--- src/rtl/core/bc_pkg.sv ---
// ----------------------------------------------------------------------------
// bc_pkg
// Shared widths, state encoding and control bundles for the binomial
// coefficient block.
// ----------------------------------------------------------------------------
`default_nettype none

package bc_pkg;

    localparam int N_W    = 7;
    localparam int COEF_W = 61;
    localparam int PROD_W = COEF_W + N_W;
    localparam int CNT_W  = 7;

    localparam logic [N_W-1:0]   MAX_N    = N_W'(64);
    localparam logic [CNT_W-1:0] DIV_LAST = CNT_W'(PROD_W - 1);

    typedef enum logic [2:0] {
        S_IDLE,
        S_CHECK,
        S_MUL,
        S_DIV,
        S_DONE
    } state_t;

    typedef struct packed {
        logic load;
        logic mul;
        logic div_step;
        logic publish;
    } cmd_t;

    typedef struct packed {
        logic err;
        logic steps_done;
        logic div_last;
    } status_t;

endpackage

`default_nettype wire

--- src/rtl/core/bc_datapath.sv ---
// ----------------------------------------------------------------------------
// bc_datapath
// Running coefficient, step multiplier and one-bit-per-cycle restoring
// divider; holds the output word.
// ----------------------------------------------------------------------------
`default_nettype none

module bc_datapath
(
    input  wire logic                        clk,
    input  wire logic                        rst_n,
    input  wire bc_pkg::cmd_t                cmd,
    output bc_pkg::status_t                  sts,
    input  wire logic [bc_pkg::N_W-1:0]      total_count,
    input  wire logic [bc_pkg::N_W-1:0]      chosen_count,
    output logic      [bc_pkg::COEF_W-1:0]   coefficient,
    output logic                             range_error
);

    logic [bc_pkg::N_W-1:0]    n_reg, n_next;
    logic [bc_pkg::N_W-1:0]    k_reg, k_next;
    logic [bc_pkg::N_W-1:0]    i_reg, i_next;
    logic                      err_reg, err_next;
    logic [bc_pkg::COEF_W-1:0] coef_reg, coef_next;
    logic [bc_pkg::PROD_W-1:0] dq_reg, dq_next;
    logic [bc_pkg::N_W-1:0]    r_reg, r_next;
    logic [bc_pkg::CNT_W-1:0]  cnt_reg, cnt_next;
    logic [bc_pkg::COEF_W-1:0] coefficient_reg, coefficient_next;
    logic                      range_error_reg, range_error_next;

    logic [bc_pkg::N_W-1:0]    diff;
    logic [bc_pkg::N_W-1:0]    term;
    logic [bc_pkg::PROD_W-1:0] prod;
    logic [bc_pkg::N_W-1:0]    r_shift;
    logic                      qbit;
    logic [bc_pkg::PROD_W-1:0] dq_shift;

    assign diff     = total_count - chosen_count;
    assign term     = n_reg - k_reg + i_reg;
    assign prod     = {{bc_pkg::N_W{1'b0}}, coef_reg} * {{bc_pkg::COEF_W{1'b0}}, term};
    assign r_shift  = {r_reg[bc_pkg::N_W-2:0], dq_reg[bc_pkg::PROD_W-1]};
    assign qbit     = (r_shift >= i_reg);
    assign dq_shift = {dq_reg[bc_pkg::PROD_W-2:0], qbit};

    always_comb
    begin
        n_next           = n_reg;
        k_next           = k_reg;
        i_next           = i_reg;
        err_next         = err_reg;
        coef_next        = coef_reg;
        dq_next          = dq_reg;
        r_next           = r_reg;
        cnt_next         = cnt_reg;
        coefficient_next = coefficient_reg;
        range_error_next = range_error_reg;
        if (cmd.load)
        begin
            n_next    = total_count;
            k_next    = (chosen_count < diff) ? chosen_count : diff;
            err_next  = (total_count > bc_pkg::MAX_N) || (chosen_count > total_count);
            i_next    = bc_pkg::N_W'(1);
            coef_next = bc_pkg::COEF_W'(1);
        end
        if (cmd.mul)
        begin
            dq_next  = prod;
            r_next   = '0;
            cnt_next = '0;
        end
        if (cmd.div_step)
        begin
            dq_next  = dq_shift;
            r_next   = qbit ? (r_shift - i_reg) : r_shift;
            cnt_next = cnt_reg + bc_pkg::CNT_W'(1);
            if (sts.div_last)
            begin
                coef_next = dq_shift[bc_pkg::COEF_W-1:0];
                i_next    = i_reg + bc_pkg::N_W'(1);
            end
        end
        if (cmd.publish)
        begin
            coefficient_next = err_reg ? '0 : coef_reg;
            range_error_next = err_reg;
        end
    end

    always_ff @(posedge clk or negedge rst_n)
    begin
        if (!rst_n)
        begin
            cnt_reg <= '0;
        end
        else
        begin
            cnt_reg <= cnt_next;
        end
    end

    always_ff @(posedge clk)
    begin
        n_reg           <= n_next;
        k_reg           <= k_next;
        i_reg           <= i_next;
        err_reg         <= err_next;
        coef_reg        <= coef_next;
        dq_reg          <= dq_next;
        r_reg           <= r_next;
        coefficient_reg <= coefficient_next;
        range_error_reg <= range_error_next;
    end

    always_comb
    begin
        sts.err        = err_reg;
        sts.steps_done = (i_reg > k_reg);
        sts.div_last   = (cnt_reg == bc_pkg::DIV_LAST);
    end

    assign coefficient = coefficient_reg;
    assign range_error = range_error_reg;

    // partial remainder stays below the divisor
    a_rem_bound: assert property (@(posedge clk) disable iff (!rst_n)
        cmd.div_step |-> (r_shift - (qbit ? i_reg : '0)) < i_reg)
        else $error("bc_datapath: remainder not below divisor");

    // every step divides exactly
    a_exact: assert property (@(posedge clk) disable iff (!rst_n)
        (cmd.div_step && sts.div_last) |=> (r_reg == '0))
        else $error("bc_datapath: inexact division step");

endmodule

`default_nettype wire

--- src/rtl/core/bc_controller.sv ---
// ----------------------------------------------------------------------------
// bc_controller
// Sequencer: load, multiply and divide per step, then hand the word to the
// output register.
// ----------------------------------------------------------------------------
`default_nettype none

module bc_controller
(
    input  wire logic            clk,
    input  wire logic            rst_n,
    input  wire logic            in_valid,
    output logic                 in_stall,
    output logic                 out_valid,
    input  wire logic            out_stall,
    input  wire bc_pkg::status_t sts,
    output bc_pkg::cmd_t         cmd
);

    bc_pkg::state_t state_reg, state_next;
    logic           out_valid_reg, out_valid_next;
    logic           slot_free;

    assign slot_free = !out_valid_reg || !out_stall;

    always_comb
    begin
        state_next = state_reg;
        case (state_reg)
            bc_pkg::S_IDLE:
            begin
                if (in_valid)
                    state_next = bc_pkg::S_CHECK;
            end
            bc_pkg::S_CHECK:
            begin
                if (sts.err || sts.steps_done)
                    state_next = bc_pkg::S_DONE;
                else
                    state_next = bc_pkg::S_MUL;
            end
            bc_pkg::S_MUL:
            begin
                state_next = bc_pkg::S_DIV;
            end
            bc_pkg::S_DIV:
            begin
                if (sts.div_last)
                    state_next = bc_pkg::S_CHECK;
            end
            bc_pkg::S_DONE:
            begin
                if (slot_free)
                    state_next = bc_pkg::S_IDLE;
            end
            default:
            begin
                state_next = bc_pkg::S_IDLE;
            end
        endcase
    end

    always_comb
    begin
        cmd      = '0;
        in_stall = 1'b1;
        case (state_reg)
            bc_pkg::S_IDLE:
            begin
                in_stall = 1'b0;
                cmd.load = in_valid;
            end
            bc_pkg::S_MUL:
            begin
                cmd.mul = 1'b1;
            end
            bc_pkg::S_DIV:
            begin
                cmd.div_step = 1'b1;
            end
            bc_pkg::S_DONE:
            begin
                cmd.publish = slot_free;
            end
            default:
            begin
                cmd = '0;
            end
        endcase
        out_valid_next = cmd.publish || (out_valid_reg && out_stall);
    end

    always_ff @(posedge clk or negedge rst_n)
    begin
        if (!rst_n)
        begin
            state_reg     <= bc_pkg::S_IDLE;
            out_valid_reg <= 1'b0;
        end
        else
        begin
            state_reg     <= state_next;
            out_valid_reg <= out_valid_next;
        end
    end

    assign out_valid = out_valid_reg;

    // a waiting word is never overwritten
    a_no_overwrite: assert property (@(posedge clk) disable iff (!rst_n)
        (out_valid_reg && out_stall) |-> !cmd.publish)
        else $error("bc_controller: output word overwritten");

    // divide runs to its last bit before the next step
    a_div_run: assert property (@(posedge clk) disable iff (!rst_n)
        (state_reg == bc_pkg::S_DIV && !sts.div_last) |=> (state_reg == bc_pkg::S_DIV))
        else $error("bc_controller: divide cut short");

endmodule

`default_nettype wire

--- src/rtl/core/binomial_coefficient.sv ---
// ----------------------------------------------------------------------------
// binomial_coefficient
// Exact n choose m over the smaller side, k = min(m, n-m).
// k <= 32 for n up to 64. Each step is a multiply, a one-bit-per-cycle
// divide and a check; one word in flight at a time, the next accepted
// while the last result waits.
// Reset: asynchronous, active low; clears sequencer and output valid.
// ----------------------------------------------------------------------------
`default_nettype none

module binomial_coefficient
(
    input  wire logic                          clk,
    input  wire logic                          rst_n,
    input  wire logic                          in_valid,
    output logic                               in_stall,
    input  wire logic [bc_pkg::N_W-1:0]        total_count,
    input  wire logic [bc_pkg::N_W-1:0]        chosen_count,
    output logic                               out_valid,
    input  wire logic                          out_stall,
    output logic      [bc_pkg::COEF_W-1:0]     coefficient,
    output logic                               range_error
);

    bc_pkg::cmd_t    cmd;
    bc_pkg::status_t sts;

    bc_controller u_ctrl
    (
        .clk       (clk),
        .rst_n     (rst_n),
        .in_valid  (in_valid),
        .in_stall  (in_stall),
        .out_valid (out_valid),
        .out_stall (out_stall),
        .sts       (sts),
        .cmd       (cmd)
    );

    bc_datapath u_dp
    (
        .clk          (clk),
        .rst_n        (rst_n),
        .cmd          (cmd),
        .sts          (sts),
        .total_count  (total_count),
        .chosen_count (chosen_count),
        .coefficient  (coefficient),
        .range_error  (range_error)
    );

endmodule

`default_nettype wire
--- config.mk ---
export PLATFORM = sky130hd
export DESIGN_NAME = binomial_coefficient
export DESIGN_NICKNAME = d
export VERILOG_FILES = /design/src/rtl/core/bc_pkg.sv /design/src/rtl/core/bc_datapath.sv /design/src/rtl/core/bc_controller.sv /design/src/rtl/core/binomial_coefficient.sv
export SDC_FILE = /design/constraint.sdc
export NUM_CORES = 1
export LEC_CHECK = 0
export BUFFER_PORTS_ARGS = -buffer_cell sky130_fd_sc_hd__buf_4
export CORE_MARGIN = 5
export CORE_UTILIZATION = 59
export CTS_CLUSTER_SIZE = 10
export DETAILED_ROUTE_END_ITERATION = 7
export HOLD_SLACK_MARGIN = 0.05
export PLACE_DENSITY = 0.79
export SLEW_MARGIN = 15
export SYNTH_ARGS = -nofsm -noshare
export SYNTH_HDL_FRONTEND = slang
export SYNTH_HIERARCHICAL = 1
export SYNTH_SLANG_ARGS = --single-unit
--- constraint.sdc ---
create_clock -name clk -period 6.9 [get_ports clk]
set_input_delay 0.345 -clock clk [delete_from_list [all_inputs] [get_ports clk]]
set_output_delay 0.345 -clock clk [all_outputs]
set_load 0.03 [all_outputs]
==> impl_results.md, run 1 <==
- Post-synth top cells: inv_1 (521), nand2_1 (439), fa_1 (302), and2_1 (204), o21ai_0 (169)
- Worst-skew pair later-pin latency: 580 ps
- Antenna diode count: 0
- CP max stage cell: fa_1
- Drt first-iter violations: 2244
- YS warnings: 6
- Gr busiest metal: met2
- TritonCTS clock tree: built
- EDFF count, synth: 151
- Status: finished, violations left
- Max VDD drop: 0.3376 mV
- Final WL: 66630 µm
- FFs w/ async S/R, synth: 4.783%
- Total power: 7.085 mW
- First-pass iteration count of the detailed router: 8
- Fill count: 2674
- Vias/cell: 5.791
- Share of layout cells above drive strength 1: 18.85%
- Tmin final: 7486 ps
- Failing checks: setup timing
- Clock Tree Root: clkbuf_16
- P_sw: 3.077 mW
- Global Route met1 Usage: 35.57%
- Delay-heaviest family, CP: adder cells
- Worst Path Arrival: 7780 ps
- Die area: 45060 µm²
- CTS Buffer Depth: 3
- Yosys top cell area share: 25.05%
- GR Util met3: 3.807%
- R2R Path End: u_dp/dq_reg[67]$_DFFE_PP_
- Relative slew slack: 26.06%
- RSZ-0062 raised after global routing: true
- Initial antenna violation count: 1
- Final global-route overflow total: 0
- Post-synthesis area per instance: 8.810 µm²
- Pint: 4.008 mW
- Final setup margin: -586.3 ps
- FF-to-FF setup slack: -590 ps
- HP Class: input pin to async pin
- Met2 global-route usage: 48.88%
- Cell with the most instances after synthesis: inv_1
- WS Path Type: flop to flop
- Final setup viols: 39
- Slew Limit Fails: 0
- Synth unique cells: 73
- Reg power frac: 30.2%
- Core area: 40650 µm²
- Post-synth top area cell: fa_1
- Req. time, crit path: 7200 ps
- Most frequent CP cell: fa_1
- Critical path peak fanout: 6
- Mapped Nets: 3182
- #FFs+latches synth: 230
- Synthesized area: 24140 µm²
- Fin crit share: 108.5%
- Max stage delay on crit path: 560 ps
- Sink Count: 230
- IO Count: 82
- Worst-Margin Slew: 1109 ps
- Pwr Density: 242.5 nW/µm²
- Largest net degree at the start of global routing: 81
- PortBufs: 81
- Std-Cell Rows: 74
- Die Width: 212.3 µm
- Vias: 20560
- Max FFs per register: 68
- CP Buf/Inv Count: 9
- Most used DFF post-synth: edfxtp_1
- Fin nets: 3438
- H-tree Lvls: 1
- DRC viols: 0
- Reg2reg path depth: 32
- Placed Cells: 3443
- Detail Route Antenna Nets: 0
- Switching Share: 43.43%
- Reg2Reg Launch Point: u_dp/n_reg[1]$_DFFE_PP_
- Post-synthesis sequential area ratio: 25.56%
- Leak pwr: 13.25 nW
- Global Route Usage Sum: 28.04%
- Finished Layout Cells: 3550
- Area Growth Syn to Fin: 21.03%
- Wire length per cell: 18.77 µm
- RePlAce Congestion: 0.9406
- Cells after Synth: 2740
- Combinational Power Share: 49.9%
- Vias in the first global route: 21340
- Maxcap violations: 0
- HPWL Detailed: 44130 µm
- Fmax: 133.6 MHz
- Post-layout util: 71.88%
- CP endpoint kind: flop
- First-pass GRT wire length: 104000 µm
- Final hold vios: 0
- Clock share of power: 19.9%
- Crit start category: flop
- Die Height: 212.3 µm
- Initial Utilization: 59.39%
- Clock skew: 27.27 ps
- Clock transition at path regs: 60 ps
- Cts bufs inserted: 29
- CP Launch Point: u_dp/n_reg[1]$_DFFE_PP_
- Main area contributors after synthesis: fa_1 (25%), edfxtp_1 (19%), inv_1 (8.1%), nand2_1 (6.8%), ha_1 (6.3%)
-- kinds of logic (layout without fill, tap and decap cells) --
group                      count (synthesis)  after routing  synth area share [%]
xor gates and xnor gates                  76             79                 2.757
muxes                                     16             16                0.6945
and+or+nand+nor                          930            930                 18.94
AOI/OAI and AO/OA                        420            420                 10.58
DFF                                      230            230                 25.56
adders and majority gates                424            424                 31.37
buffers and inverters                    644            919                 10.09
-- power by group through the flow --
stage	Sequential (mW)	Combinational [mW]	Clock, mW
after CTS	2.13	3.18	1.42
after global placement	2.14	2.79	0
after global routing	2.17	3.72	1.48
after detailed placement	2.15	2.93	0
after floorplan	2.21	1.53	0
final	2.14	3.54	1.41
-- metal layers --
metal	vias to the layer above	routed length (µm)
met5	-	18
met3	303	5417
met2	1071	32890
li1	9103	-
met1	10080	24900
met4	2	3412
-- placed cells by master, fill, tap and decap left out, types with 8 or more instances in the layout --
master	count
a21o_1	46
a21oi_1	71
a21oi_2	26
a21oi_4	11
and2_1	189
and2_4	15
and3_1	8
buf_12	10
buf_4	298
buf_6	23
clkbuf_1	15
clkbuf_16	31
dfrtp_1	11
dfxtp_1	66
dlygate4sd3_1	10
edfxtp_1	151
fa_1	301
ha_1	99
ha_4	19
inv_1	512
inv_2	10
mux2i_1	10
nand2_1	432
nand2b_1	67
nand3_1	20
nand4_1	23
nor2_1	48
nor2b_1	70
o211ai_1	8
o21a_1	10
o21ai_0	138
o21ai_1	20
o21ai_2	12
o21bai_1	9
xnor2_1	40
xnor2_2	9
xor2_1	24
-- worst reg2reg max path: cells and delay by family, from the launching register on --
| kind | cells | cell delay [ps] |
|---|---|---|
| DFF | 1 | 340 |
| buffers and inverters | 9 | 800 |
| muxes | 1 | 220 |
| and+or+nand+nor | 4 | 710 |
| xor gates and xnor gates | 1 | 110 |
| adders and majority gates | 7 | 3170 |
| AOI/OAI and AO/OA | 10 | 1840 |
-- worst max-delay path by stage --
stage          depth (start not counted)                         to  slack [ps]
2_1_floorplan                         31  u_dp/dq_reg[58]$_DFFE_PP_           3
5_1_grt                               31  u_dp/dq_reg[67]$_DFFE_PP_        -770
6_report                              32  u_dp/dq_reg[67]$_DFFE_PP_        -590
3_3_place_gp                          28  u_dp/dq_reg[67]$_DFFE_PP_        -480
4_1_cts                               30  u_dp/dq_reg[61]$_DFFE_PP_        -370
3_5_place_dp                          28  u_dp/dq_reg[67]$_DFFE_PP_        -650
-- area by class of cell --
cell class / count / area (µm²) / area share (%)
multi-input combinational: 1869 / 16700 / 57.15
sequential: 230 / 6173 / 21.13
timing repair buffer: 344 / 2874 / 9.837
inverter: 522 / 1959 / 6.706
clock buffer: 46 / 809.5 / 2.771
tap: 532 / 665.6 / 2.278
clock inverter: 7 / 38.79 / 0.1328
-- timing repair --
| action | CTS | global route |
|---|---|---|
| endpoints found under the setup margin | 42 | 48 |
| cloned | 2 | 3 |
| pin swaps | 54 | 64 |
| hold buffers | 10 | 0 |
| setup buffers | 18 | 25 |
| resized for setup | 112 | 131 |
| endpoints found under the hold margin | 20 | 0 |
-- metrics by stage --
step                      instance area, µm²  setup TNS, ps  worst slack [ps]  hold slack, ps
after floorplan                        24160              0             3.070           49.41
after global routing                   29220         -19040            -774.4           161.5
after detailed placement               26750         -15450            -650.7           190.0
after CTS                              28420          -6882            -371.3           120.2
after global placement                 26750          -8969            -479.1           183.6
final                                  29220         -12130            -586.3           138.2
Note: power is estimated with default switching activity, not from simulation.
==> inputs of run 2 (changes only) <==
- PLACE_DENSITY: 0.79 -> not set
- PLACE_DENSITY_LB_ADDON: not set -> 0.2
==> impl_results.md, run 2 (same netlist as run 1, synthesis figures left out) <==
- Clock Tree Root: clkbuf_16
- Initial Utilization: 59.39% (unchanged)
- R2R Path End: u_dp/dq_reg[67]$_DFFE_PP_
- Worst-Margin Slew: 1142 ps (+33.30 ps)
- Die Height: 212.3 µm (unchanged)
- Status: finished, violations left
- RSZ-0062 raised after global routing: true
- DRC viols: 0 (unchanged)
- Antenna diode count: 0 (unchanged)
- TritonCTS clock tree: built
- IO Count: 82 (unchanged)
- Highest metal used: met4
- Fin crit share: 107.2% (-1.3 points)
- WS Path Type: flop to flop
- Pwr Density: 249.1 nW/µm² (+2.7%)
- Cts bufs inserted: 31 (+6.9%)
- Final hold vios: 0 (unchanged)
- RePlAce Congestion: 0.9348 (-0.62%)
- HPWL Detailed: 45310 µm (+2.7%)
- Reg2reg path depth: 29 (-9.4%)
- Final setup viols: 38 (-2.6%)
- Failing checks: setup timing
- Final global-route overflow total: 0 (unchanged)
- Multi-input logic area: 16840 µm² (+0.84%)
- Most frequent CP cell: fa_1
- Tmin final: 7396 ps (-90.75 ps)
- Crit start category: flop
- Fill count: 2898 (+8.4%)
- Vias in the first global route: 20930 (-1.9%)
- Core area: 40650 µm² (unchanged)
- Worst-skew pair later-pin latency: 580 ps (about the same)
- Clock transition at path regs: 60 ps (about the same)
- Met2 wire len: 32380 µm (-1.5%)
- Maxcap violations: 0 (unchanged)
- Reg2Reg Launch Point: u_dp/k_reg[1]$_DFFE_PP_
- Final WL: 64900 µm (-2.6%)
- First-pass GRT wire length: 103900 µm (about the same)
- Max VDD drop: 0.3258 mV (-3.5%)
- Max stage delay on crit path: 510 ps (-50 ps)
- HP Class: input pin to async pin
- Most frequent cells in the layout: inv_1 (502), nand2_1 (425), buf_4 (321)
- Global Route Usage Sum: 28.24% (+0.19 points)
- Critical path peak fanout: 4 (-2)
- Relative slew slack: 23.84% (-2.2 points)
- FF-to-FF setup slack: -500 ps (+90 ps)
- Share of layout cells above drive strength 1: 20.79% (+1.9 points)
- Area Growth Syn to Fin: 22.95%
- Met1 Wirelength: 25630 µm (+2.9%)
- Fin nets: 3463 (+0.73%)
- Switching Share: 42.22% (-1.2 points)
- Sink Count: 230 (unchanged)
- Clock skew: 19.53 ps (-7.740 ps)
- Vias: 19920 (-3.1%)
- Commonest non-fill, non-tap cell in the layout: inv_1
- Largest net degree at the start of global routing: 81 (unchanged)
- Fmax: 135.2 MHz (+1.2%)
- Die area: 45060 µm² (unchanged)
- Wire length per cell: 18.14 µm (-3.3%)
- Metal3 WL: 4581 µm (-15%)
- Max FFs per register: 68 (unchanged)
- Total negative slack: -9727 ps (+2407 ps)
- Placed Cells: 3462 (+0.55%)
- First-pass iteration count of the detailed router: 8 (unchanged)
- Req. time, crit path: 7180 ps (-20 ps)
- Die Width: 212.3 µm (unchanged)
- Combinational Power Share: 49.9% (about the same)
- Finished Layout Cells: 3577 (+0.76%)
- Slew Limit Fails: 0 (unchanged)
- Detail Route Antenna Nets: 0 (unchanged)
- Reg power frac: 28.8% (-1.4 points)
- Clock share of power: 21.3% (+1.4 points)
- H-tree Lvls: 1 (unchanged)
- CTS Buffer Depth: 3 (unchanged)
- Total power: 7.392 mW (+4.3%)
- Worst Path Arrival: 7680 ps (-100 ps)
- Drt first-iter violations: 1651 (-26%)
- P_sw: 3.121 mW (+1.4%)
- Std-Cell Rows: 74 (unchanged)
- Vias/cell: 5.568 (-3.9%)
- Initial antenna violation count: 0 (-1)
- Leak pwr: 13.44 nW (+1.4%)
- Final setup margin: -495.6 ps (+90.75 ps)
- Reg area: 6173 µm² (unchanged)
- PortBufs: 81 (unchanged)
- Pint: 4.271 mW (+6.6%)
- CP endpoint kind: flop
- CP max stage cell: fa_1
## run 2: cell count changes in the layout (fill, tap and decap cells not counted), moves of 5 or more
cell / before / now
a21oi_2: 26 / 31
buf_4: 298 / 321
clkbuf_1: 15 / 10
clkbuf_8: 2 / 7
ha_1: 99 / 94
ha_4: 19 / 26
inv_1: 512 / 502
inv_2: 10 / 20
nand2_1: 432 / 425
nand2_2: 3 / 8
## run 2: final cells by class
cell class                 count  area share, %
tap                          532          2.243
sequential                   230          20.80
inverter                     522          6.602
multi-input combinational   1868          56.73
timing repair buffer         368          10.32
clock inverter                 9         0.2445
clock buffer                  48          3.065
## run 2: how the worst max path moves through the flow
stage                                        from                         to  slack [ps]  depth (start not counted)
after global placement    u_dp/k_reg[1]$_DFFE_PP_  u_dp/dq_reg[62]$_DFFE_PP_        -510                         29
after global routing        u_dp/i_reg[1]$_DFF_P_  u_dp/dq_reg[67]$_DFFE_PP_        -710                         31
after detailed placement  u_dp/k_reg[1]$_DFFE_PP_  u_dp/dq_reg[66]$_DFFE_PP_        -690                         29
final                     u_dp/k_reg[1]$_DFFE_PP_  u_dp/dq_reg[67]$_DFFE_PP_        -500                         29
after CTS                 u_dp/k_reg[1]$_DFFE_PP_  u_dp/dq_reg[54]$_DFFE_PP_        -410                         30
after floorplan             u_dp/i_reg[1]$_DFF_P_  u_dp/dq_reg[58]$_DFFE_PP_           3                         31
## run 2: what timing repair did
action | 4_1_cts | 5_1_grt
resized for setup | 170 | 112
pin swaps | 53 | 69
hold buffers | 10 | 0
hold endpoints to repair | 20 | 0
cloned | 2 | 2
setup buffers | 28 | 22
setup endpoints to repair | 45 | 50
## run 2: power groups by stage
| stage | logic [mW] | registers (mW) | clock network (mW) |
|---|---|---|---|
| after floorplan | 1.53 | 2.21 | 0 |
| after global placement | 2.98 | 2.14 | 0 |
| after detailed placement | 3.05 | 2.15 | 0 |
| after CTS | 3.41 | 2.13 | 1.60 |
| after global routing | 3.91 | 2.16 | 1.65 |
| final | 3.69 | 2.13 | 1.57 |
## run 2: worst max-delay path: cells and delay by family, from the launching register on
| family | cells | cell delay [ps] |
|---|---|---|
| compound gates | 12 | 2390 |
| xor+xnor | 1 | 130 |
| fa+ha+maj | 7 | 3090 |
| buf+inv | 6 | 560 |
| flops | 1 | 410 |
| mux | 1 | 250 |
| simple gates | 2 | 280 |
## run 2: metal layers
metal | up-vias | GRT usage (%)
li1 | 9150 | -
met1 | 9910 | 36.34
met2 | 702 | 48.90
met3 | 155 | 4.648
met4 | 0 | 9.623
met5 | - | 0
## run 2: per-stage QoR
stage          utilization [%]  cell area (µm²)  hold slack, ps  worst slack (ps)
6_report                 73.02            29680           141.2            -495.6
5_1_grt                  73.02            29680           136.1            -705.9
4_1_cts                  71.49            29060           112.8            -410.0
3_5_place_dp             66.22            26910           188.9            -689.5
3_3_place_gp             66.22            26910           186.8            -513.2
2_1_floorplan                -            24160           49.41             3.070
